[src/hdl/drx_pkg.sv]
`timescale 1ns / 1ps
package drx_pkg;

  localparam int PAYLOAD_BYTES = 250;

  localparam logic [7:0] SOF_MARK = 8'hAA;
  localparam logic [7:0] EOF_MARK = 8'h55;

  localparam logic [7:0] POS_TYPE    = 8'd1;
  localparam logic [7:0] POS_LENGTH  = 8'd2;
  localparam logic [7:0] POS_PAYLOAD = 8'd3;
  localparam logic [7:0] POS_CHECK   = 8'(3 + PAYLOAD_BYTES);

  localparam logic [7:0] LOWEST_TYPE_RESET    = 8'd1;
  localparam logic [7:0] HIGHEST_TYPE_RESET   = 8'd9;
  localparam logic [7:0] HEARTBEAT_TYPE_RESET = 8'd9;
  localparam logic [7:0] LENGTH_LIMIT_RESET   = 8'd250;

  localparam int ADDR_W = 4;

  typedef enum logic [1:0] {
    REG_LOWEST_TYPE    = 2'd0,
    REG_HIGHEST_TYPE   = 2'd1,
    REG_HEARTBEAT_TYPE = 2'd2,
    REG_LENGTH_LIMIT   = 2'd3
  } reg_idx_t;

  typedef enum logic [2:0] {
    ERR_NONE     = 3'd0,
    ERR_END      = 3'd1,
    ERR_TYPE     = 3'd2,
    ERR_LENGTH   = 3'd3,
    ERR_CHECKSUM = 3'd4
  } err_t;

  typedef struct packed {
    logic [7:0] lowest_type;
    logic [7:0] highest_type;
    logic [7:0] heartbeat_type;
    logic [7:0] length_limit;
  } cfg_t;

  typedef struct packed {
    logic [7:0]  data_byte;
    logic [7:0]  byte_index;
    logic        frame_end;
    logic        frame_ok;
    err_t        error_kind;
    logic [7:0]  frame_type;
    logic [7:0]  frame_length;
    logic        reply_ack;
    logic [31:0] good_frames;
    logic [31:0] bad_frames;
    logic [31:0] checksum_failures;
  } res_t;

endpackage

[src/hdl/drx_if.sv]
`timescale 1ns / 1ps
interface drx_in_if;
  logic       valid;
  logic       ready;
  logic [7:0] rx_byte;

  modport source(output valid, output rx_byte, input ready);
  modport sink(input valid, input rx_byte, output ready);
endinterface

interface drx_out_if;
  logic        valid;
  logic        ready;
  logic [7:0]  data_byte;
  logic [7:0]  byte_index;
  logic        frame_end;
  logic        frame_ok;
  logic [2:0]  error_kind;
  logic [7:0]  frame_type;
  logic [7:0]  frame_length;
  logic        reply_ack;
  logic [31:0] good_frames;
  logic [31:0] bad_frames;
  logic [31:0] checksum_failures;

  modport source(output valid, output data_byte, output byte_index, output frame_end,
                 output frame_ok, output error_kind, output frame_type,
                 output frame_length, output reply_ack, output good_frames,
                 output bad_frames, output checksum_failures, input ready);
  modport sink(input valid, input data_byte, input byte_index, input frame_end,
               input frame_ok, input error_kind, input frame_type,
               input frame_length, input reply_ack, input good_frames,
               input bad_frames, input checksum_failures, output ready);
endinterface

[src/hdl/delimited_frame_receiver_xor_check.sv]
`timescale 1ns / 1ps
// Throughput: one byte per cycle while the two-entry result buffer has room;
// the frame state is updated once per byte in a single registered pass.
// Bytes wait in a staging register and results drain through that buffer.
// Reset (synchronous, active high) returns the receiver to hunting for the
// start byte, clears all counters and restores the register defaults.
module delimited_frame_receiver_xor_check
  import drx_pkg::*;
(
  input  logic              clk,
  input  logic              rst,
  drx_in_if.sink            rx,
  drx_out_if.source         res,
  input  logic              psel,
  input  logic              penable,
  input  logic              pwrite,
  input  logic [ADDR_W-1:0] paddr,
  input  logic [31:0]       pwdata,
  output logic [31:0]       prdata,
  output logic              pready
);

  cfg_t cfg;
  logic push;
  logic push_ready;
  res_t push_data;

  drx_cfg u_cfg (
    .clk     (clk),
    .rst     (rst),
    .psel    (psel),
    .penable (penable),
    .pwrite  (pwrite),
    .paddr   (paddr),
    .pwdata  (pwdata),
    .prdata  (prdata),
    .pready  (pready),
    .cfg     (cfg)
  );

  drx_core u_core (
    .clk        (clk),
    .rst        (rst),
    .rx         (rx),
    .cfg        (cfg),
    .push_ready (push_ready),
    .push       (push),
    .res        (push_data)
  );

  drx_skid u_skid (
    .clk        (clk),
    .rst        (rst),
    .push       (push),
    .din        (push_data),
    .push_ready (push_ready),
    .res        (res)
  );

endmodule

[src/hdl/drx_cfg.sv]
`timescale 1ns / 1ps
module drx_cfg
  import drx_pkg::*;
(
  input  logic              clk,
  input  logic              rst,
  input  logic              psel,
  input  logic              penable,
  input  logic              pwrite,
  input  logic [ADDR_W-1:0] paddr,
  input  logic [31:0]       pwdata,
  output logic [31:0]       prdata,
  output logic              pready,
  output cfg_t              cfg
);

  logic     wr;
  reg_idx_t idx;

  assign pready = 1'b1;
  assign wr     = psel && penable && pwrite;
  assign idx    = reg_idx_t'(paddr[3:2]);

  always_ff @(posedge clk) begin
    if (rst) begin
      cfg.lowest_type    <= LOWEST_TYPE_RESET;
      cfg.highest_type   <= HIGHEST_TYPE_RESET;
      cfg.heartbeat_type <= HEARTBEAT_TYPE_RESET;
      cfg.length_limit   <= LENGTH_LIMIT_RESET;
    end else if (wr) begin
      case (idx)
        REG_LOWEST_TYPE:    cfg.lowest_type    <= pwdata[7:0];
        REG_HIGHEST_TYPE:   cfg.highest_type   <= pwdata[7:0];
        REG_HEARTBEAT_TYPE: cfg.heartbeat_type <= pwdata[7:0];
        REG_LENGTH_LIMIT:   cfg.length_limit   <= pwdata[7:0];
        default: begin
        end
      endcase
    end
  end

  always_comb begin
    case (idx)
      REG_LOWEST_TYPE:    prdata = {24'd0, cfg.lowest_type};
      REG_HIGHEST_TYPE:   prdata = {24'd0, cfg.highest_type};
      REG_HEARTBEAT_TYPE: prdata = {24'd0, cfg.heartbeat_type};
      REG_LENGTH_LIMIT:   prdata = {24'd0, cfg.length_limit};
      default:            prdata = 32'd0;
    endcase
  end

endmodule

[src/hdl/drx_core.sv]
`timescale 1ns / 1ps
module drx_core
  import drx_pkg::*;
(
  input  logic   clk,
  input  logic   rst,
  drx_in_if.sink rx,
  input  cfg_t   cfg,
  input  logic   push_ready,
  output logic   push,
  output res_t   res
);

  logic        stg_valid;
  logic [7:0]  stg_byte;
  logic        fire;

  logic        in_frame, in_frame_next;
  logic [7:0]  position, position_next;
  logic [7:0]  running_xor, running_xor_next;
  logic [7:0]  held_type, held_type_next;
  logic [7:0]  held_length, held_length_next;
  logic [7:0]  held_checksum, held_checksum_next;
  logic [31:0] good_count, good_count_next;
  logic [31:0] bad_count, bad_count_next;
  logic [31:0] checksum_count, checksum_count_next;
  err_t        err;
  logic        has_res;

  assign fire     = stg_valid && push_ready;
  assign rx.ready = !stg_valid || fire;

  always_ff @(posedge clk) begin
    if (rst) begin
      stg_valid <= 1'b0;
    end else if (rx.ready) begin
      stg_valid <= rx.valid;
    end
  end

  always_ff @(posedge clk) begin
    if (rx.ready && rx.valid) begin
      stg_byte <= rx.rx_byte;
    end
  end

  always_comb begin
    in_frame_next       = in_frame;
    position_next       = position;
    running_xor_next    = running_xor;
    held_type_next      = held_type;
    held_length_next    = held_length;
    held_checksum_next  = held_checksum;
    good_count_next     = good_count;
    bad_count_next      = bad_count;
    checksum_count_next = checksum_count;
    has_res             = 1'b0;
    err                 = ERR_NONE;
    res.data_byte       = 8'd0;
    res.byte_index      = 8'd0;
    res.frame_end       = 1'b0;
    res.frame_ok        = 1'b0;
    res.reply_ack       = 1'b0;

    if (!in_frame) begin
      if (stg_byte == SOF_MARK) begin
        in_frame_next    = 1'b1;
        position_next    = POS_TYPE;
        running_xor_next = SOF_MARK;
      end
    end else if (position == POS_TYPE) begin
      held_type_next   = stg_byte;
      running_xor_next = running_xor ^ stg_byte;
      position_next    = POS_LENGTH;
    end else if (position == POS_LENGTH) begin
      held_length_next = stg_byte;
      running_xor_next = running_xor ^ stg_byte;
      position_next    = POS_PAYLOAD;
    end else if (position < POS_CHECK) begin
      running_xor_next = running_xor ^ stg_byte;
      position_next    = position + 8'd1;
      has_res          = 1'b1;
      res.data_byte    = stg_byte;
      res.byte_index   = position - POS_PAYLOAD;
    end else if (position == POS_CHECK) begin
      held_checksum_next = stg_byte;
      position_next      = position + 8'd1;
    end else begin
      if (stg_byte != EOF_MARK) begin
        err = ERR_END;
      end else if (held_type < cfg.lowest_type || held_type > cfg.highest_type) begin
        err = ERR_TYPE;
      end else if (held_length > cfg.length_limit) begin
        err = ERR_LENGTH;
      end else if (held_checksum != running_xor) begin
        err = ERR_CHECKSUM;
      end
      if (err == ERR_NONE) begin
        good_count_next = good_count + 32'd1;
        res.reply_ack   = (held_type == cfg.heartbeat_type);
      end else begin
        bad_count_next = bad_count + 32'd1;
        if (err == ERR_CHECKSUM) begin
          checksum_count_next = checksum_count + 32'd1;
        end
      end
      res.frame_end = 1'b1;
      res.frame_ok  = (err == ERR_NONE);
      in_frame_next = 1'b0;
      position_next = 8'd0;
      has_res       = 1'b1;
    end

    res.error_kind        = err;
    res.frame_type        = held_type_next;
    res.frame_length      = held_length_next;
    res.good_frames       = good_count_next;
    res.bad_frames        = bad_count_next;
    res.checksum_failures = checksum_count_next;
  end

  assign push = fire && has_res;

  always_ff @(posedge clk) begin
    if (rst) begin
      in_frame       <= 1'b0;
      position       <= 8'd0;
      running_xor    <= 8'd0;
      held_type      <= 8'd0;
      held_length    <= 8'd0;
      held_checksum  <= 8'd0;
      good_count     <= 32'd0;
      bad_count      <= 32'd0;
      checksum_count <= 32'd0;
    end else if (fire) begin
      in_frame       <= in_frame_next;
      position       <= position_next;
      running_xor    <= running_xor_next;
      held_type      <= held_type_next;
      held_length    <= held_length_next;
      held_checksum  <= held_checksum_next;
      good_count     <= good_count_next;
      bad_count      <= bad_count_next;
      checksum_count <= checksum_count_next;
    end
  end

endmodule

[src/hdl/drx_skid.sv]
`timescale 1ns / 1ps
module drx_skid
  import drx_pkg::*;
(
  input  logic     clk,
  input  logic     rst,
  input  logic     push,
  input  res_t     din,
  output logic     push_ready,
  drx_out_if.source res
);

  res_t       e0, e1;
  logic [1:0] count;
  logic       pop;

  assign push_ready = (count != 2'd2);
  assign pop        = (count != 2'd0) && res.ready;

  always_ff @(posedge clk) begin
    if (rst) begin
      count <= 2'd0;
    end else if (push && !pop) begin
      count <= count + 2'd1;
    end else if (pop && !push) begin
      count <= count - 2'd1;
    end
  end

  always_ff @(posedge clk) begin
    if (push && !pop) begin
      if (count == 2'd0) begin
        e0 <= din;
      end else begin
        e1 <= din;
      end
    end else if (pop && !push) begin
      e0 <= e1;
    end else if (pop && push) begin
      if (count == 2'd1) begin
        e0 <= din;
      end else begin
        e0 <= e1;
        e1 <= din;
      end
    end
  end

  assign res.valid             = (count != 2'd0);
  assign res.data_byte         = e0.data_byte;
  assign res.byte_index        = e0.byte_index;
  assign res.frame_end         = e0.frame_end;
  assign res.frame_ok          = e0.frame_ok;
  assign res.error_kind        = e0.error_kind;
  assign res.frame_type        = e0.frame_type;
  assign res.frame_length      = e0.frame_length;
  assign res.reply_ack         = e0.reply_ack;
  assign res.good_frames       = e0.good_frames;
  assign res.bad_frames        = e0.bad_frames;
  assign res.checksum_failures = e0.checksum_failures;

endmodule

[src/flat_wrapper.sv]
// flat-port wrapper written by rule: the top's interface ports become plain ports
module delimited_frame_receiver_xor_check_flat import drx_pkg::*;
  (clk, rst, psel, penable, pwrite, paddr, pwdata, prdata, pready, rx_valid, rx_rx_byte, rx_ready, res_valid, res_data_byte, res_byte_index, res_frame_end, res_frame_ok, res_error_kind, res_frame_type, res_frame_length, res_reply_ack, res_good_frames, res_bad_frames, res_checksum_failures, res_ready);
  drx_in_if rx_i ();
  drx_out_if res_i ();
  input  logic clk;
  input  logic rst;
  input  logic psel;
  input  logic penable;
  input  logic pwrite;
  input  logic [ADDR_W-1:0] paddr;
  input  logic [31:0] pwdata;
  output logic [31:0] prdata;
  output logic pready;
  input wire logic [$bits(rx_i.valid)-1:0] rx_valid;
  input wire logic [$bits(rx_i.rx_byte)-1:0] rx_rx_byte;
  output wire logic [$bits(rx_i.ready)-1:0] rx_ready;
  output wire logic [$bits(res_i.valid)-1:0] res_valid;
  output wire logic [$bits(res_i.data_byte)-1:0] res_data_byte;
  output wire logic [$bits(res_i.byte_index)-1:0] res_byte_index;
  output wire logic [$bits(res_i.frame_end)-1:0] res_frame_end;
  output wire logic [$bits(res_i.frame_ok)-1:0] res_frame_ok;
  output wire logic [$bits(res_i.error_kind)-1:0] res_error_kind;
  output wire logic [$bits(res_i.frame_type)-1:0] res_frame_type;
  output wire logic [$bits(res_i.frame_length)-1:0] res_frame_length;
  output wire logic [$bits(res_i.reply_ack)-1:0] res_reply_ack;
  output wire logic [$bits(res_i.good_frames)-1:0] res_good_frames;
  output wire logic [$bits(res_i.bad_frames)-1:0] res_bad_frames;
  output wire logic [$bits(res_i.checksum_failures)-1:0] res_checksum_failures;
  input wire logic [$bits(res_i.ready)-1:0] res_ready;
  assign rx_i.valid = rx_valid;
  assign rx_i.rx_byte = rx_rx_byte;
  assign rx_ready = rx_i.ready;
  assign res_valid = res_i.valid;
  assign res_data_byte = res_i.data_byte;
  assign res_byte_index = res_i.byte_index;
  assign res_frame_end = res_i.frame_end;
  assign res_frame_ok = res_i.frame_ok;
  assign res_error_kind = res_i.error_kind;
  assign res_frame_type = res_i.frame_type;
  assign res_frame_length = res_i.frame_length;
  assign res_reply_ack = res_i.reply_ack;
  assign res_good_frames = res_i.good_frames;
  assign res_bad_frames = res_i.bad_frames;
  assign res_checksum_failures = res_i.checksum_failures;
  assign res_i.ready = res_ready;
  delimited_frame_receiver_xor_check u_core (.clk(clk), .rst(rst), .rx(rx_i), .res(res_i), .psel(psel), .penable(penable), .pwrite(pwrite), .paddr(paddr), .pwdata(pwdata), .prdata(prdata), .pready(pready));
endmodule
[config.mk]
export PLATFORM = sky130hd
export DESIGN_NAME = delimited_frame_receiver_xor_check_flat
export DESIGN_NICKNAME = d
export VERILOG_FILES = /design/src/hdl/drx_pkg.sv /design/src/hdl/drx_if.sv /design/src/hdl/delimited_frame_receiver_xor_check.sv /design/src/hdl/drx_cfg.sv /design/src/hdl/drx_core.sv /design/src/hdl/drx_skid.sv /design/src/flat_wrapper.sv
export SDC_FILE = /design/constraint.sdc
export NUM_CORES = 1
export LEC_CHECK = 0
export BUFFER_PORTS_ARGS = -buffer_cell sky130_fd_sc_hd__buf_2
export CORE_MARGIN = 4
export CORE_UTILIZATION = 50
export DETAILED_ROUTE_END_ITERATION = 10
export HOLD_SLACK_MARGIN = 0.08
export PLACE_DENSITY = 0.7
export SYNTH_ARGS = -nofsm -noshare
export SYNTH_HDL_FRONTEND = slang
export SYNTH_SLANG_ARGS = --single-unit
export TNS_END_PERCENT = 20
[constraint.sdc]
create_clock -name clk -period 23.5 [get_ports clk]
set_clock_uncertainty 0.1 [all_clocks]
set_input_delay 4.7 -clock clk [delete_from_list [all_inputs] [get_ports clk]]
set_output_delay 4.7 -clock clk [all_outputs]
set_load 0.05 [all_outputs]
==> After elaboration in Yosys (flattened, before gate mapping) <==
Cells that the tools add are included.
{ "word_totals": {"regBits": 448, "output_inout_bits": 169, "wordCells": 187} }
{ "op_classes": {"add_sub_neg": 7, "n_lt_le_gt_ge": 4, "n_eq_ne": 18, "muxes": 85, "bitwise_logic": 4, "reduce_logical": 31} }
{ "op_table": {"columns": ["cell", "n"], "rows": [
  ["2-to-1 mux 134 bit", 10],
  ["2-to-1 mux 32 bit", 19],
  ["2-to-1 mux 8 bit", 16],
  ["case mux 32 bit (4 select lines)", 1],
  ["adder 32 x 1 -> 32 bit (second input constant)", 3],
  ["2-to-1 mux 18 bit", 3],
  ["2-to-1 mux 3 bit", 14],
  ["2-to-1 mux 1 bit", 17],
  ["== test 8 bit (second input constant)", 2],
  ["greater-than comparator 8 bit", 2],
  ["2-to-1 mux 16 bit", 1],
  ["AND reduction 2 bit", 6],
  ["logical AND 1 bit", 9],
  ["adder 8 x 1 -> 8 bit (second input constant)", 1],
  ["== test 8 x 1 -> 1 bit (second input constant)", 1],
  ["== test 8 x 2 -> 1 bit (second input constant)", 1],
  ["== test 8 bit", 1],
  ["less-than comparator 8 bit", 1],
  ["less-than comparator 8 bit (second input constant)", 1],
  ["2-to-1 mux 2 bit", 4],
  ["!= test 2 bit (second input constant)", 4],
  ["!= test 8 x 7 -> 1 bit (second input constant)", 1],
  ["!= test 8 bit", 1],
  ["nonzero test 2 bit", 4],
  ["other kinds (18)", 26]
]} }

==> Depth between registers and ports, before layout <==
Gate-level depths: netlist (run 1).
{ "depth": {"ltp_word": 22, "mapped_depth": 15, "depth_no_buf": 12} }

==> By module <==
Synthesis (run 1) repeated with hierarchy kept, for this count alone.
{ "unflattened": {"hier_cells": 2442, "hier_area_um2": 23580.1} }
{ "by_module_without_submodules": {"columns": ["mod", "n_inst", "cells_per_inst", "area_each_um2", "seq_area_each_um2"], "rows": [
  ["drx_skid", 1, 1054, 12233.0, 8087.8],
  ["drx_core", 1, 1216, 9631.7, 3002.9],
  ["drx_cfg", 1, 172, 1715.4, 640.6]
]} }

==> Worst setup path after synthesis (run 1) <==
No wires, ideal clock.
{ "synth_path": {"path_type": "in2reg", "start": "in res_ready", "end": "reg u_core.u_skid.e1[0] (netlist bit), enable pin", "setup_ns": 0.826, "t_arrival_ns": 14.862, "t_required_ns": 22.574, "setup_slack_ns": 7.713, "cell_stages": 3, "n_path_buf": 0, "path_cell_list": "nand2_1 ha_1 a211oi_1"} }
{ "synth_between": {"elab_chain_cells": 5, "elab_cells_between_ends": 10} }
{ "synth_lines": {"columns": ["item", "line_no", "text"], "rows": [
  ["start: declaration", "flat_wrapper.sv:30", "input wire logic [$bits(res_i.ready)-1:0] res_ready;"],
  ["logical AND 1 bit *", "drx_skid.sv:18", "assign pop = (count != 2'd0) && res.ready;"],
  ["logical NOT 1 bit", "drx_skid.sv:31", "if (push && !pop) begin"],
  ["logical AND 1 bit", "drx_skid.sv:31", null],
  ["!= test 2 bit (no line) / nonzero test 2 bit (equally long branches)", null, null],
  ["AND reduction 4 bit (no line) *", null, null],
  ["end signal: assignment", "drx_skid.sv:35", "e1 <= din;"],
  ["end signal: assignment", "drx_skid.sv:44", "e1 <= din;"],
  ["end: declaration", "drx_skid.sv:13", "res_t e0, e1;"]
]} }
Every way passes the cells marked *; elsewhere a longest branch is shown, timed or not.
A chain may end at the register's enable or synchronous reset.

==> Final worst setup path (run 1) <==
{ "layout_path": {"start": "in paddr[2]", "end": "out prdata[5]"} }
{ "layout_between": {"elab_chain_cells": 2, "elab_cells_between_ends": 5} }
{ "layout_lines": {"columns": ["item", "line_no", "text"], "rows": [
  ["start: declaration", "flat_wrapper.sv:11", "input logic [ADDR_W-1:0] paddr;"],
  ["== test 2 bit (tied with other cells)", "drx_cfg.sv:43", "case (idx)"],
  ["case mux 32 bit (4 select lines) *", "drx_cfg.sv:43", null],
  ["end: declaration", "flat_wrapper.sv:13", "output logic [31:0] prdata;"]
]} }
Every way passes the cells marked *; elsewhere a longest branch is shown, timed or not. The select of a mux whose other input is x is not followed.

==> results.md, run 1 <==
- Outcome: finished clean
- DIE AREA: 44900 sq um
- Clock latency on the worst-skew pair: 570 ps
- Slew Viols, Final: 0
- NumNets Final: 2074
- Area of the core: 40900 sq um
- GRT overflow: 0
- Port Buffers: 168
- Mapped Area: 20800 sq um
- CTS Sinks: 448
- Reg2reg path depth: 10
- Worst-path clk slew: 60 ps
- DRC: 0
- Worst r2r src: u_core.u_core.position[0]
- Hold slack: 400 ps
- Yosys warns: 0
- Routed WL: 45600 microns
- Routed Antenna Nets: 0
- Sequential area share after synthesis: 56.5%
- Layout cells sized above 1: 18.9%
- Logic pwr share: 12.5%
- Internal power: 1.37 mW
- WP data required: 18700 ps
- Post-cts gate resize count: 0
- Syn avg cell area: 11.2 sq um
- Via count: 14300
- Pwr Density: 78.8 nW/um^2
- FF-to-FF End: u_core.u_core.good_count[25]
- DP HPWL: 30100 microns
- Max Cap Violations: 0
- 1st-iter DRT viols: 988
- Crit path DAT: 5800 ps
- Initial antenna violation count: 0
- Ant diodes: 0
- Largest net degree at the start of global routing: 73
- Relative slew slack: 15.7%
- Post-synthesis register bit count: 448
- Flop2flop setup slack: 18750 ps
- Number of buffers created by CTS: 46
- Mapped Cells: 1850
- Sw Share: 26.3%
- Htree depth: 2
- Postcts setup bufs: 0
- Global-route wire length before repair: 72600 microns
- Synth cell types: 55
- Crit. End Element: output pin
- Fmax: 94.4 MHz
- Startpoint Class: primary input
- Worst setup endpoint: prdata[5]
- Prevailing post-synth register cell: edfxtp_1
- Final Hold Viols: 0
- Crit Path Max Fanout: 13
- Reg power frac: 47.6%
- Final setup fails: 0
- Crit path from: paddr[2]
- Worst Slack Setup Final: 12900 ps
- WL per Instance: 17.8 microns
- Row count: 74
- CTS tree: yes
- Asr flop ratio synth: 0%
- RSZ-0062 raised after global routing: no
- Dpl ws: 12900 ps
- Hold_buf cts: 0
- Post-synth EDFFs: 276
- Setup TNS: 0 ps
- Clock root buffer master: clkbuf_16
- Top cells by area, synth: edfxtp_1 (40%), dfxtp_1 (17%), mux2_2 (5.6%), xnor2_1 (4.3%), xor2_1 (3.4%)
- Die X: 212 microns
- Clock power frac: 39.9%
- Peak VDD IR: 0.0404 mV
- Area leader, netlist: edfxtp_1
- Worst Hold Class: reg -> reg
- CTS max path bufs: 3
- Final period utilization: 45.1%
- Setup CP Type: in -> out
- DRT Pass-1 Iters: 5
- Commonest cells after routing, fill and taps aside: edfxtp_1 (276), nor2_1 (184), dfxtp_1 (172)
- Routability Congestion: 0.889
- Final min period: 10600 ps
- Worst slew pin tran: 1250 ps
- Number of global-route vias before repair: 13600
- Post-synth top area share: 39.9%
- Total Routing Usage GR: 19.8%
- IO Pins: 220
- Switch Pwr: 487 uW
- Die Y: 212 microns
- Commonest non-fill, non-tap cell in the layout: edfxtp_1
- Vias/cell: 5.58
- Leakage: 8.58 nW
- Initial core utilization: 50.8%
- Area growth syn-to-layout: 13.3%
-- cell usage after synthesis, types with 4 or more instances --
cell	count
nand3b_1	9
buf_2	13
nand2_1	118
mux2i_1	45
a21oi_1	74
o31ai_1	5
nor4bb_1	4
or4_1	5
xnor2_1	103
inv_1	58
buf_1	11
nor4_1	12
nor3b_1	7
and4_1	8
and3_1	42
mux4_2	8
nand4_1	56
dfxtp_1	172
xor2_1	80
nand2b_1	5
a211oi_1	21
nor2_1	185
buf_4	25
ha_1	35
a31oi_1	6
a211o_1	5
clkbuf_1	71
nor2b_1	8
o21ai_0	49
nand3_1	124
and2_1	16
mux2_2	103
or3_1	37
nor3_1	22
edfxtp_1	276
-- worst min path at each step --
| stage | endpoint | cells after the start | start | slack [ps] |
|---|---|---|---|---|
| detailed placement | u_core.u_core.checksum_count[31] | 2 | u_core.u_core.checksum_count[31] | 390 |
| global placement | u_core.u_core.checksum_count[31] | 2 | u_core.u_core.checksum_count[31] | 380 |
| global route | u_core.u_cfg.cfg[0] | 2 | u_core.u_cfg.cfg[0] | 430 |
| floorplan | u_core.u_cfg.cfg[2] | 2 | u_core.u_cfg.cfg[2] | 350 |
| finish | u_core.u_core.checksum_count[31] | 2 | u_core.u_core.checksum_count[31] | 400 |
| CTS | u_core.u_core.checksum_count[31] | 2 | u_core.u_core.checksum_count[31] | 400 |
-- kinds of logic after synthesis --
group / count (synthesis) / synth area share, %
XOR/XNOR: 183 / 7.71
AND/OR/NAND/NOR: 670 / 16.1
AO/OA/AOI/OAI: 177 / 5.23
other: 2 / 0.0361
adder cells (fa/ha/maj): 35 / 2.11
flip-flops: 448 / 56.5
multiplexers: 156 / 8.62
buffers and inverters: 179 / 3.76
-- metal layers --
layer  global-route usage [%]  share of wire [%]  vias to the layer above
met5                        0                  0                        -
met4                     6.73                2.7                        0
met3                     2.77                5.3                       70
met2                     31.9                 47                      393
met1                     27.9                 45                     6942
li1                         -                  -                     6863
-- worst max-delay path, cell delays in order --
cell    delay, ps
buf_2         290
mux4_2        570
buf_2         230
-- metrics by stage --
step | power [mW] | instances | util, % | area [sq um]
4_1_cts | 1.88 | 2557 | 57.5 | 23500
3_3_place_gp | 1.13 | 2472 | 53.8 | 22000
6_report | 1.85 | 2557 | 57.5 | 23500
3_5_place_dp | 1.13 | 2472 | 53.8 | 22000
2_1_floorplan | 1.09 | 1873 | - | 20900
5_1_grt | 1.92 | 2557 | 57.5 | 23500
-- area by class of cell --
class | instances | area [sq um]
multi-input combinational | 1246 | 8410
tap | 532 | 666
clock inverter | 22 | 253
inverter | 59 | 221
timing repair buffer | 187 | 986
fill | 3413 | 17400
clock buffer | 63 | 1270
sequential | 448 | 11700
-- power by group through the flow --
stage / Sequential, mW / Combinational, mW / Clock [mW]
5_1_grt: 0.884 / 0.247 / 0.792
3_3_place_gp: 0.899 / 0.230 / 0
3_5_place_dp: 0.899 / 0.234 / 0
6_report: 0.882 / 0.232 / 0.740
4_1_cts: 0.883 / 0.235 / 0.759
2_1_floorplan: 0.977 / 0.110 / 0
-- state kept, by name, summed over array words and instances (netlist names), 32 cells and up --
signal and count:
u_core.u_cfg.cfg 32, u_core.u_core.bad_count 32, u_core.u_core.checksum_count 32, u_core.u_core.good_count 32, u_core.u_skid.e1 134, u_core.u_skid.res.bad_frames 32, u_core.u_skid.res.checksum_failures 32, u_core.u_skid.res.good_frames 32
Note: power is estimated with default switching activity, not from simulation.
==> run 2: changes to the inputs <==
--- a/config.mk
+++ b/config.mk
@@ -5,12 +5,13 @@
 export SDC_FILE = /design/constraint.sdc
 export NUM_CORES = 1
 export LEC_CHECK = 0
+export ABC_AREA = 1
 export BUFFER_PORTS_ARGS = -buffer_cell sky130_fd_sc_hd__buf_2
 export CORE_MARGIN = 4
 export CORE_UTILIZATION = 50
 export DETAILED_ROUTE_END_ITERATION = 10
 export HOLD_SLACK_MARGIN = 0.08
-export PLACE_DENSITY = 0.7
+export PLACE_DENSITY = 0.72
 export SYNTH_ARGS = -nofsm -noshare
 export SYNTH_HDL_FRONTEND = slang
 export SYNTH_SLANG_ARGS = --single-unit
==> constraint.sdc (replaced) <==
create_clock -name clk -period 9.5 [get_ports clk]
set_clock_uncertainty 0.1 [all_clocks]
set_input_delay 1.9 -clock clk [delete_from_list [all_inputs] [get_ports clk]]
set_output_delay 1.9 -clock clk [all_outputs]
set_load 0.05 [all_outputs]
==> results.md, run 2 <==
- Largest net degree at the start of global routing: 135
- Worst Hold Class: reg -> reg
- Initial antenna violation count: 0
- Worst r2r src: u_core.u_skid.count[0]
- Reg power frac: 47.8%
- Max Cap Violations: 0
- WL per Instance: 15.9 microns
- IO Pins: 220
- Overall power: 4.77 mW
- Clock latency on the worst-skew pair: 570 ps
- Post-synth EDFFs: 276
- DRC: 0
- Crit. End Element: flop
- Final setup fails: 0
- DRT Pass-1 Iters: 5
- Asr flop ratio synth: 0%
- DIE AREA: 45600 sq um
- Slew Viols, Final: 0
- Syn avg cell area: 8.56 sq um
- Outcome: finished clean
- Hold Crit Depth: 2
- Ant diodes: 0
- Global-route wire length before repair: 81200 microns
- Total Routing Usage GR: 21.9%
- RSZ-0062 raised after global routing: no
- Clock root buffer master: clkbuf_16
- Peak VDD IR: 0.145 mV
- Largest register FFs: 134
- CTS max path bufs: 3
- Commonest cells after routing, fill and taps aside: nand2_1 (652), inv_1 (345), edfxtp_1 (276)
- Routed Antenna Nets: 0
- Post-cts gate resize count: 0
- Routability Congestion: 0.903
- Row count: 75
- Mapped Area: 21100 sq um
- Post-layout instance area: 23800 sq um
- Pwr Density: 201 nW/um^2
- Worst-path clk slew: 60 ps
- Final period utilization: 62.6%
- Worst slew pin tran: 1230 ps
- Yosys warns: 0
- Crit path DAT: 6160 ps
- Commonest non-fill, non-tap cell in the layout: nand2_1
- Hold_buf cts: 0
- Clock power frac: 36.4%
- Final Hold Viols: 0
- Top post-synthesis cells by count: nand2_1 (652), inv_1 (347), edfxtp_1 (276)
- Logic pwr share: 15.9%
- Leakage: 10.4 nW
- Startpoint Class: flop
- HP Start: u_core.u_cfg.cfg[22]
- Fmax: 168 MHz
- Prevailing post-synth register cell: edfxtp_1
- Mapped Cells: 2469
- Via count: 16700
- Fill cells: 3699
- Hold Path End: u_core.u_cfg.cfg[22]
- Reg with most FFs: u_core.u_skid.e1
- Post-synthesis register bit count: 448
- Most frequent cell after synthesis: nand2_1
- Sequential area share after synthesis: 55.5%
- Post-synth top area share: 39.2%
- Synth cell types: 47
- Setup TNS: 0 ps
- DP Area: 22300 sq um
- CTS Sinks: 448
- Initial core utilization: 50.5%
- Non-filler cells, final: 3181
- Reg2reg path depth: 18
- Number of buffers created by CTS: 46
- NumNets Final: 2692
- Port Buffers: 168
- 1st-iter DRT viols: 1197
- Flop2flop setup slack: 3550 ps
- WP data required: 9710 ps
- # placed instances: 3097
- Area of the core: 41900 sq um
- Postcts setup bufs: 0
- CTS tree: yes
- Setup CP Type: reg -> reg
- Area leader, netlist: edfxtp_1
- Crit Path Max Fanout: 82
- Internal power: 3.36 mW
- Layout cells sized above 1: 11.0%
- Vias/cell: 5.25
- Number of global-route vias before repair: 16200
- FF-to-FF End: u_core.u_skid.res.good_frames[11]
- Relative slew slack: 17.0%
- Routed WL: 50600 microns
- GRT overflow: 0
- DP HPWL: 33300 microns
- Area growth syn-to-layout: 12.4%
- Final min period: 5950 ps
- Switch Pwr: 1.41 mW
- Die X: 214 microns
- Top cells by area, synth: edfxtp_1 (39%), dfxtp_1 (16%), nand2_1 (12%), inv_1 (6.2%), o21ai_0 (4.2%)
- Htree depth: 2
- Sw Share: 29.5%
- Die Y: 214 microns
-- run 2: changes by cell type in the layout (fill, tap and decap cells not counted), sizes merged, moves of 81 or more --
cell,previous run,this run
a21oi,75,156
nand2,120,654
xnor2,103,6
o21ai,49,223
mux2,103,1
inv,60,354
-- run 2: power by group through the flow --
stage / sequential, mW / clock, mW / combinational (mW)
floorplan: 2.51 / 0 / 0.387
global placement: 2.31 / 0 / 0.739
detailed placement: 2.32 / 0 / 0.758
CTS: 2.28 / 1.77 / 0.762
global route: 2.29 / 1.85 / 0.835
finish: 2.28 / 1.74 / 0.757
-- run 2: routing by layer --
| metal | GRT usage, % | wire [microns] |
|---|---|---|
| met4 | 6.73 | 1380 |
| met1 | 29.4 | 22500 |
| met3 | 3.85 | 2970 |
| met2 | 36.6 | 23800 |
| met5 | 0 | 0 |
-- run 2: final cells by class --
cell class	instances	area [sq um]	area share (%)
Tap cell	539	674	2.84
Clock buffer	70	1320	5.57
Inverter	354	1340	5.63
Multi-Input combinational cell	1577	7650	32.2
Sequential cell	448	11700	49.4
Timing Repair Buffer	179	938	3.95
Clock inverter	14	101	0.427
-- run 2: how the worst max path moves through the flow --
stage / from / endpoint / slack (ps) / depth (start not counted)
after global routing: u_core.u_skid.count[0] / u_core.u_skid.res.good_frames[11] / 3170 / 18
after global placement: u_core.u_skid.count[0] / u_core.u_skid.res.good_frames[4] / 3700 / 18
after floorplan: res_ready / u_core.u_skid.e1[0] / 810 / 5
after CTS: u_core.u_skid.count[0] / u_core.u_skid.res.good_frames[25] / 3540 / 18
after detailed placement: u_core.u_skid.count[0] / u_core.u_skid.res.good_frames[25] / 3570 / 18
final: u_core.u_skid.count[0] / u_core.u_skid.res.good_frames[11] / 3550 / 18
-- run 2: logic make-up after synthesis --
group                      share of synthesized area [%]
AOI/OAI and AO/OA                                   9.88
xor gates and xnor gates                            2.30
adders and majority gates                           2.07
buffers and inverters                               8.90
DFF                                                 55.5
muxes                                             0.0533
other                                             0.0355
and+or+nand+nor                                     21.3
-- run 2: through the flow --
stage	utilization (%)	setup WS, ps	hold slack [ps]
after floorplan	-	806	347
after global placement	53.4	3700	371
after detailed placement	53.4	3570	375
after CTS	56.8	3540	383
after global routing	56.8	3170	401
final	56.8	3550	383
-- run 2: critical path, stage by stage, from the launching register on --
cell      delay [ps]
dfxtp_1          370
inv_1             90
ha_1             260
nor2_4           110
buf_4            720
clkinv_2         900
nor2_1           460
nand2_1          150
a21oi_1          270
inv_1            180
ha_1             230
inv_1             90
a21oi_4           60
buf_4            310
inv_4            390
buf_4            560
nand3_1          160
o21ai_0          120
inv_1             80
